File: src/design/sbsh_pkg.sv
package sbsh_pkg;

    typedef struct packed {
        logic [7:0] data_byte;
        logic       byte_present;
        logic       message_end;
    } t_in_beat;

    typedef struct packed {
        logic [31:0] digest_word;
        logic [2:0]  word_index;
        logic        last_word;
    } t_out_beat;

    // Eight hash words, index 0 is word a / H0.
    typedef logic [7:0][31:0] t_hash_words;

    // Sixteen schedule words, index 0 is the oldest and sits at the top.
    typedef logic [0:15][31:0] t_sched;

    typedef enum logic [2:0] {
        ST_IDLE,
        ST_ROUND,
        ST_FOLD,
        ST_PAD,
        ST_HAND
    } t_state;

    localparam logic [7:0] PAD_BYTE   = 8'h80;
    localparam logic [5:0] LEN_POS    = 6'd56;
    localparam logic [5:0] FILL_LAST  = 6'd63;
    localparam logic [5:0] ROUND_LAST = 6'd63;
    localparam logic [2:0] WORD_LAST  = 3'd7;
    localparam logic [63:0] BYTE_BITS = 64'd8;

    localparam logic [31:0] INIT_HASH [8] = '{
        32'h6a09e667, 32'hbb67ae85, 32'h3c6ef372, 32'ha54ff53a,
        32'h510e527f, 32'h9b05688c, 32'h1f83d9ab, 32'h5be0cd19
    };

    localparam logic [31:0] ROUND_K [64] = '{
        32'h428a2f98, 32'h71374491, 32'hb5c0fbcf, 32'he9b5dba5,
        32'h3956c25b, 32'h59f111f1, 32'h923f82a4, 32'hab1c5ed5,
        32'hd807aa98, 32'h12835b01, 32'h243185be, 32'h550c7dc3,
        32'h72be5d74, 32'h80deb1fe, 32'h9bdc06a7, 32'hc19bf174,
        32'he49b69c1, 32'hefbe4786, 32'h0fc19dc6, 32'h240ca1cc,
        32'h2de92c6f, 32'h4a7484aa, 32'h5cb0a9dc, 32'h76f988da,
        32'h983e5152, 32'ha831c66d, 32'hb00327c8, 32'hbf597fc7,
        32'hc6e00bf3, 32'hd5a79147, 32'h06ca6351, 32'h14292967,
        32'h27b70a85, 32'h2e1b2138, 32'h4d2c6dfc, 32'h53380d13,
        32'h650a7354, 32'h766a0abb, 32'h81c2c92e, 32'h92722c85,
        32'ha2bfe8a1, 32'ha81a664b, 32'hc24b8b70, 32'hc76c51a3,
        32'hd192e819, 32'hd6990624, 32'hf40e3585, 32'h106aa070,
        32'h19a4c116, 32'h1e376c08, 32'h2748774c, 32'h34b0bcb5,
        32'h391c0cb3, 32'h4ed8aa4a, 32'h5b9cca4f, 32'h682e6ff3,
        32'h748f82ee, 32'h78a5636f, 32'h84c87814, 32'h8cc70208,
        32'h90befffa, 32'ha4506ceb, 32'hbef9a3f7, 32'hc67178f2
    };

endpackage

File: src/design/sbsh_round.sv
module sbsh_round
    import sbsh_pkg::*;
(
    input  t_hash_words i_wv,
    input  logic [31:0] i_k,
    input  t_sched      i_win,
    output t_hash_words o_wv,
    output logic [31:0] o_w_next
);

    function automatic logic [31:0] rotr(input logic [31:0] x, input logic [4:0] n);
        return (x >> n) | (x << (6'd32 - {1'b0, n}));
    endfunction

    logic [31:0] big_s0;
    logic [31:0] big_s1;
    logic [31:0] ch;
    logic [31:0] maj;
    logic [31:0] t1;
    logic [31:0] t2;
    logic [31:0] sm_s0;
    logic [31:0] sm_s1;

    // One compression round on the current schedule word.
    always_comb begin
        big_s1 = rotr(i_wv[4], 5'd6) ^ rotr(i_wv[4], 5'd11) ^ rotr(i_wv[4], 5'd25);
        big_s0 = rotr(i_wv[0], 5'd2) ^ rotr(i_wv[0], 5'd13) ^ rotr(i_wv[0], 5'd22);
        ch     = (i_wv[4] & i_wv[5]) ^ (~i_wv[4] & i_wv[6]);
        maj    = (i_wv[0] & i_wv[1]) ^ (i_wv[0] & i_wv[2]) ^ (i_wv[1] & i_wv[2]);
        t1     = i_wv[7] + big_s1 + ch + i_k + i_win[0];
        t2     = big_s0 + maj;
        o_wv[7] = i_wv[6];
        o_wv[6] = i_wv[5];
        o_wv[5] = i_wv[4];
        o_wv[4] = i_wv[3] + t1;
        o_wv[3] = i_wv[2];
        o_wv[2] = i_wv[1];
        o_wv[1] = i_wv[0];
        o_wv[0] = t1 + t2;
    end

    // Schedule word sixteen places ahead of the one in use.
    always_comb begin
        sm_s0    = rotr(i_win[1], 5'd7) ^ rotr(i_win[1], 5'd18) ^ (i_win[1] >> 3);
        sm_s1    = rotr(i_win[14], 5'd17) ^ rotr(i_win[14], 5'd19) ^ (i_win[14] >> 10);
        o_w_next = i_win[0] + sm_s0 + i_win[9] + sm_s1;
    end

endmodule

File: src/design/sha256_byte_stream_hasher.sv
// SHA-256 hasher fed one byte per input beat.
//
// Input channel (i_valid / o_stall): each beat carries data_byte, byte_present
// and message_end. A beat with message_end closes the message; its byte, if
// present, belongs to the message. A beat with neither flag does nothing.
// Output channel (o_valid / i_stall): eight beats per message, digest words
// 0 (most significant) to 7, last_word set on word 7.
//
// Flow: a byte beat is taken while idle. Every 64th byte starts a block: 64
// rounds in the shared round unit, one per cycle, then a fold of the result
// into the chain value; o_stall stays high through both. At message end the
// padding bytes are pushed one per cycle outside the blocks (up to 64, or up
// to 72 when the length spills into a second block), each full block again
// going through the rounds and the fold, then ST_HAND hands the digest to the
// output register. Input is held off while a block runs the round loop.
// The digest sits in its own register, so the next message is taken while
// the words drain. Should that next message finish before the previous digest
// is taken, the block holds off input until the output register is free.
// Reset (synchronous, active low) loads the initial hash values, clears the
// length and drops any pending output.
module sha256_byte_stream_hasher
    import sbsh_pkg::*;
(
    input  logic      i_clk,
    input  logic      i_rst_n,
    input  t_in_beat  i_in,
    input  logic      i_valid,
    output logic      o_stall,
    output t_out_beat o_out,
    output logic      o_valid,
    input  logic      i_stall
);

    t_state      r_state, n_state;
    t_hash_words r_chain, n_chain;
    t_hash_words r_wv, n_wv;
    t_hash_words r_dig, n_dig;
    t_sched      r_win, n_win;
    logic [5:0]  r_rnd, n_rnd;
    logic [5:0]  r_fill, n_fill;
    logic [63:0] r_bits, n_bits;
    logic        r_pad_act, n_pad_act;
    logic        r_pad_first, n_pad_first;
    logic        r_len_ok, n_len_ok;
    logic        r_final, n_final;
    logic        r_out_busy, n_out_busy;
    logic [2:0]  r_out_idx, n_out_idx;

    logic        in_acc;
    logic        push_en;
    logic [7:0]  push_byte;
    logic        start_blk;
    logic        hand_go;
    logic        out_acc;
    logic [63:0] len_shift;
    t_hash_words rnd_wv;
    logic [31:0] w_next;

    sbsh_round u_round (
        .i_wv     (r_wv),
        .i_k      (ROUND_K[r_rnd]),
        .i_win    (r_win),
        .o_wv     (rnd_wv),
        .o_w_next (w_next)
    );

    // Next state
    always_comb begin
        n_state = r_state;
        unique case (r_state)
            ST_IDLE: begin
                if (i_valid) begin
                    if (i_in.byte_present && r_fill == FILL_LAST) begin
                        n_state = ST_ROUND;
                    end else if (i_in.message_end) begin
                        n_state = ST_PAD;
                    end
                end
            end
            ST_ROUND: begin
                if (r_rnd == ROUND_LAST) begin
                    n_state = ST_FOLD;
                end
            end
            ST_FOLD: begin
                if (r_final) begin
                    n_state = ST_HAND;
                end else if (r_pad_act) begin
                    n_state = ST_PAD;
                end else begin
                    n_state = ST_IDLE;
                end
            end
            ST_PAD: begin
                if (r_fill == FILL_LAST) begin
                    n_state = ST_ROUND;
                end
            end
            ST_HAND: begin
                if (!r_out_busy) begin
                    n_state = ST_IDLE;
                end
            end
            default: n_state = ST_IDLE;
        endcase
    end

    // Sequencer outputs: pick the byte pushed into the block window.
    // Length bytes go out most significant first at fill positions 56..63.
    always_comb begin
        o_stall   = (r_state != ST_IDLE);
        in_acc    = 1'b0;
        push_en   = 1'b0;
        push_byte = i_in.data_byte;
        hand_go   = 1'b0;
        len_shift = r_bits >> {~r_fill[2:0], 3'b000};
        unique case (r_state)
            ST_IDLE: begin
                in_acc  = i_valid;
                push_en = i_valid && i_in.byte_present;
            end
            ST_PAD: begin
                push_en = 1'b1;
                if (r_pad_first) begin
                    push_byte = PAD_BYTE;
                end else if (r_len_ok && r_fill >= LEN_POS) begin
                    push_byte = len_shift[7:0];
                end else begin
                    push_byte = 8'h00;
                end
            end
            ST_HAND: begin
                hand_go = !r_out_busy;
            end
            default: begin
            end
        endcase
        start_blk = push_en && (r_fill == FILL_LAST);
        out_acc   = r_out_busy && !i_stall;
    end

    // Datapath next values
    always_comb begin
        n_chain     = r_chain;
        n_wv        = r_wv;
        n_dig       = r_dig;
        n_win       = r_win;
        n_rnd       = r_rnd;
        n_fill      = r_fill;
        n_bits      = r_bits;
        n_pad_act   = r_pad_act;
        n_pad_first = r_pad_first;
        n_len_ok    = r_len_ok;
        n_final     = r_final;
        n_out_busy  = r_out_busy;
        n_out_idx   = r_out_idx;

        if (push_en) begin
            n_win  = {r_win[0][23:0], r_win[1:15], push_byte};
            n_fill = r_fill + 6'd1;
        end
        if (in_acc && i_in.byte_present) begin
            n_bits = r_bits + BYTE_BITS;
        end
        if (in_acc && i_in.message_end) begin
            n_pad_act   = 1'b1;
            n_pad_first = 1'b1;
            n_len_ok    = 1'b0;
        end
        if (r_state == ST_PAD && r_pad_first) begin
            n_pad_first = 1'b0;
            n_len_ok    = (r_fill < LEN_POS);
        end
        // The block that carries the length is the last one of the message.
        if (start_blk) begin
            n_wv    = r_chain;
            n_rnd   = 6'd0;
            n_final = (r_state == ST_PAD) && r_len_ok && !r_pad_first;
        end
        if (r_state == ST_ROUND) begin
            n_wv  = rnd_wv;
            n_rnd = r_rnd + 6'd1;
            n_win = {r_win[1:15], w_next};
        end
        if (r_state == ST_FOLD) begin
            for (int i = 0; i < 8; i++) begin
                n_chain[i] = r_chain[i] + r_wv[i];
            end
            // After the spill block the length fits in the next one.
            if (r_pad_act && !r_pad_first && !r_final) begin
                n_len_ok = 1'b1;
            end
        end

        if (out_acc) begin
            n_dig     = {r_dig[7], r_dig[7:1]};
            n_out_idx = r_out_idx + 3'd1;
            if (r_out_idx == WORD_LAST) begin
                n_out_busy = 1'b0;
            end
        end
        if (hand_go) begin
            n_dig      = r_chain;
            n_out_busy = 1'b1;
            n_out_idx  = 3'd0;
            for (int i = 0; i < 8; i++) begin
                n_chain[i] = INIT_HASH[i];
            end
            n_bits    = 64'd0;
            n_pad_act = 1'b0;
            n_final   = 1'b0;
        end
    end

    always_ff @(posedge i_clk) begin
        if (!i_rst_n) begin
            r_state     <= ST_IDLE;
            for (int i = 0; i < 8; i++) begin
                r_chain[i] <= INIT_HASH[i];
            end
            r_rnd       <= 6'd0;
            r_fill      <= 6'd0;
            r_bits      <= 64'd0;
            r_pad_act   <= 1'b0;
            r_pad_first <= 1'b0;
            r_len_ok    <= 1'b0;
            r_final     <= 1'b0;
            r_out_busy  <= 1'b0;
            r_out_idx   <= 3'd0;
        end else begin
            r_state     <= n_state;
            r_chain     <= n_chain;
            r_rnd       <= n_rnd;
            r_fill      <= n_fill;
            r_bits      <= n_bits;
            r_pad_act   <= n_pad_act;
            r_pad_first <= n_pad_first;
            r_len_ok    <= n_len_ok;
            r_final     <= n_final;
            r_out_busy  <= n_out_busy;
            r_out_idx   <= n_out_idx;
        end
    end

    // Payload: no reset
    always_ff @(posedge i_clk) begin
        r_wv  <= n_wv;
        r_win <= n_win;
        r_dig <= n_dig;
    end

    assign o_valid           = r_out_busy;
    assign o_out.digest_word = r_dig[0];
    assign o_out.word_index  = r_out_idx;
    assign o_out.last_word   = (r_out_idx == WORD_LAST);

endmodule

File: config.mk
export PLATFORM = sky130hd
export DESIGN_NAME = sha256_byte_stream_hasher
export DESIGN_NICKNAME = d
export VERILOG_FILES = /design/src/design/sbsh_pkg.sv /design/src/design/sbsh_round.sv /design/src/design/sha256_byte_stream_hasher.sv
export SDC_FILE = /design/constraint.sdc
export NUM_CORES = 2
export LEC_CHECK = 0
export BUFFER_PORTS_ARGS = -buffer_cell sky130_fd_sc_hd__buf_4
export CAP_MARGIN = 0
export CORE_UTILIZATION = 40
export DETAILED_ROUTE_END_ITERATION = 8
export GPL_TIMING_DRIVEN = 0
export PLACE_DENSITY = 0.56
export SETUP_SLACK_MARGIN = 0.5
export SKIP_LAST_GASP = 1
export SYNTH_ARGS = -nofsm -noshare
export SYNTH_HDL_FRONTEND = slang
export SYNTH_SLANG_ARGS = --single-unit
export TNS_END_PERCENT = 1
File: constraint.sdc
create_clock -name i_clk -period 36 [get_ports i_clk]
set_input_delay 7.2 -clock i_clk [delete_from_list [all_inputs] [get_ports i_clk]]
set_output_delay 7.2 -clock i_clk [all_outputs]
set_load 0.1 [all_outputs]
==> metrics.md <==
| Metric | Value |
|---|---|
| Post-synthesis mux area share | `0.01248` |
| Post-CTS Setup Bufs | `0` |
| DR iter-0 viols | `7,475` |
| Status | `finished, violations left` |
| XOR/XNOR Fraction of Synth Area | `0.06567` |
| GR Util All Layers | `0.3107` |
| RSZ-0062 raised after global routing | `false` |
| Synthesis-to-layout area growth | `11.90%` |
| First-pass GRT wire length | `471,400 um` |
| Setup TNS | `0 ns` |
| Vias post-DR | `69,910` |
| Async set-or-reset flop fraction in the synthesized netlist | `0` |
| Synthesized area | `83,330 sq um` |
| Sequential share of the synthesized area | `0.4507` |
| CTS Root Cell | `clkbuf_16` |
| Gpl congestion | `0.9862` |
| Global route total overflow | `0` |
| Peak Freq | `0.08812 GHz` |
| CP max stage delay | `1.21 ns` |
| Resized cells post-CTS | `0` |
| Multi-input logic area | `41,960 sq um` |
| Yosys Warn Count | `0` |
| Worst hold path type | `register to register` |
| Worst-path fanout max | `11` |
| # clock sinks | `1,364` |
| Post-Synthesis Cells | `9,272` |
| Critical R2R Capture | `r_wv[31]` |
| Top-area cell type share of the netlist area | `0.3690` |
| Vias/cell | `5.618` |
| Register area | `37,560 sq um` |
| Detailed-router iteration count before antenna repair | `6` |
| Top sig layer | `met5` |
| Number of flops mapped to enable cells by yosys | `1,024` |
| Area of the core | `207,100 sq um` |
| Post-Synth Adder-Cell Area | `0.1075` |
| Most frequent CP cell | `inv_1` |
| Syn avg cell area | `8.988 sq um` |
| Worst EP arrival | `11.92 ns` |
| Htree depth | `4` |
| Die width | `458.4 um` |
| Die H | `458.4 um` |
| Final setup viols | `0` |
| Final worst-path cycle share | `0.3152` |
| Worst Hold Depth | `2` |
| Internal reg-to-reg setup slack | `24.65 ns` |
| Max Cap Viol | `7` |
| Hold Startpoint | `r_pad_act` |
| Post-Route WL | `332,400 um` |
| Cells after DPL | `12,140` |
| Synth top cells by count | `3,078 x nand2_1, 1,024 x edfxtp_1, 492 x a21oi_1` |
| Worst rel slew slack | `-0.07331` |
| Num CTS Buffers | `161` |
| Routed len/inst | `26.71 um` |
| Unique cell type count in the Yosys netlist | `103` |
| Post-Synth Simple-Gate Area | `0.1909` |
| CTS Hold Bufs | `0` |
| Post-Route Skew | `0.08905 ns` |
| Main synth FF type | `edfxtp_1` |
| Hold Vio Cnt, Final | `0` |
| Critical path's slowest cell | `xnor2_1` |
| Pin count of the biggest net entering global routing | `98` |
| Buffers on Ports | `51` |
| # rows | `167` |
| CP Class | `register to register` |
| Number of global-route vias before repair | `67,050` |
| Fin cells | `12,450` |
| Largest family of logic cells by synthesized area | `simple AND/OR/NAND/NOR gates` |
| Clock latency on the worst-skew pair | `0.85 ns` |
| Met2 Wirelength | `146,600 um` |
| Pins Over Slew Limit | `51` |
| Fillers | `20,280` |
| ANT nets after route | `0` |
| Met3 wire length | `27,680 um` |
| Main area contributors after synthesis | `edfxtp_1 37%, nand2_1 14%, dfxtp_1 8.2%` |
| Worst reg2reg path startpoint | `r_rnd[1]` |
| M1 wire length | `139,000 um` |
| CTS tree | `done` |
| Min-Delay Endpoint | `r_pad_act` |
| Clock buffer depth | `3` |
| CP Capture Type | `register` |
| Most frequent cell after synthesis | `nand2_1` |
| Post-DP HPWL | `256,200 um` |
| Reg2Reg Depth | `35` |
| Number of synthesized register bits | `1,364` |
| Share of cells above drive strength 1 | `0.04714` |
| Post-layout nets | `10,130` |
| Critical Path RT | `36.57 ns` |
| Post-synthesis compound-gate area fraction | `0.1258` |
| Critical path startpoint category | `register` |
| Starting density of the core | `0.4024` |
| CTS clk-pin slew, worst paths | `0.06 ns` |
| Failing checks | `capacitance limit, slew limit` |
| Initial antenna violation count | `17` |
| # IOs | `52` |
| Yosys top cell by area | `edfxtp_1` |
| Worst slew pin tran | `1.598 ns` |
| Die Area | `210,200 sq um` |
| Syn_nets | `9,882` |
| Drt drc | `0` |
| Minimum clock period | `11.35 ns` |
==> per-layer routing <==
layer | vias up | track usage
met5 | - | 0
met4 | 2 | 0.1604
met3 | 729 | 0.05770
met2 | 3253 | 0.4814
met1 | 34080 | 0.4134
li1 | 31850 | -
==> cell type report <==
type                       count  share of cell area
antenna                        5           0.0001342
buffer                       536             0.02316
clock buffer                 213             0.04718
clock inverter                85            0.008950
inverter                     474             0.01916
multi-input combinational   6898              0.4500
sequential                  1364              0.4027
tap                         2788             0.03741
timing repair buffer          82             0.01126
==> flip-flops by register name, indices dropped and copies added, names as in the netlist <==
name         count
r_win          512
r_chain        256
r_wv           256
r_dig          224
r_bits          61
o_out           32
r_fill           6
r_rnd            6
r_out_idx        3
r_state          3
o_valid          1
r_final          1
r_len_ok         1
r_pad_act        1
r_pad_first      1
==> layout by cell type (no fill, tap or decap), types with 70 or more instances in the layout <==
master,n
nand2_1,3078
edfxtp_1,1024
clkbuf_1,501
a21oi_1,492
inv_1,472
o21ai_0,440
ha_1,401
xnor2_1,356
dfxtp_1,340
nor2_1,308
xor2_1,256
a21o_1,220
fa_1,195
clkbuf_16,165
nand3_1,95
o211ai_1,91
buf_4,83
nor3_1,70
==> worst max path at each step <==
stage | start | to | slack (ns) | depth (start not counted)
2_1_floorplan | i_in[1] | r_win[0] | 11.41 | 4
3_3_place_gp | r_state[0] | r_win[363] | 1.15 | 3
3_5_place_dp | r_rnd[1] | r_wv[31] | 24.26 | 38
4_1_cts | r_rnd[1] | r_wv[31] | 24.23 | 38
5_1_grt | r_rnd[1] | r_wv[31] | 24.35 | 39
6_report | r_rnd[1] | r_wv[31] | 24.65 | 35
==> worst max-delay path, delay by kind of cell, from the launching register on <==
family	cells	cell delay [ns]
AO/OA/AOI/OAI	14	3.76
adder cells (fa/ha/maj)	5	2.10
buffers and inverters	6	1.77
XOR/XNOR	3	1.61
AND/OR/NAND/NOR	7	1.27
flip-flops	1	0.51
==> metrics by stage <==
stage | setup WS [ns] | cell area [sq um] | utilization | hold slack, ns
5_1_grt | 24.35 | 93240 | 0.4503 | 0.5006
4_1_cts | 24.23 | 93210 | 0.4501 | 0.4645
3_3_place_gp | 1.148 | 87210 | 0.4211 | 0.4381
2_1_floorplan | 11.41 | 83330 | - | 0.4258
3_5_place_dp | 24.26 | 87980 | 0.4249 | 0.4576
6_report | 24.65 | 93250 | 0.4503 | 0.4695
==> logic make-up (layout without fill, tap and decap cells) <==
| logic type | Yosys count | in the layout |
|---|---|---|
| simple gates | 3907 | 3907 |
| fa+ha+maj | 600 | 600 |
| buf+inv | 1010 | 1390 |
| other cells | 0 | 5 |
| flops | 1364 | 1364 |
| compound gates | 1692 | 1692 |
| xor+xnor | 624 | 624 |
| mux | 75 | 75 |
Power is not shown: default switching activity piles up to over one toggle a cycle in this logic, so the estimate is an artifact.
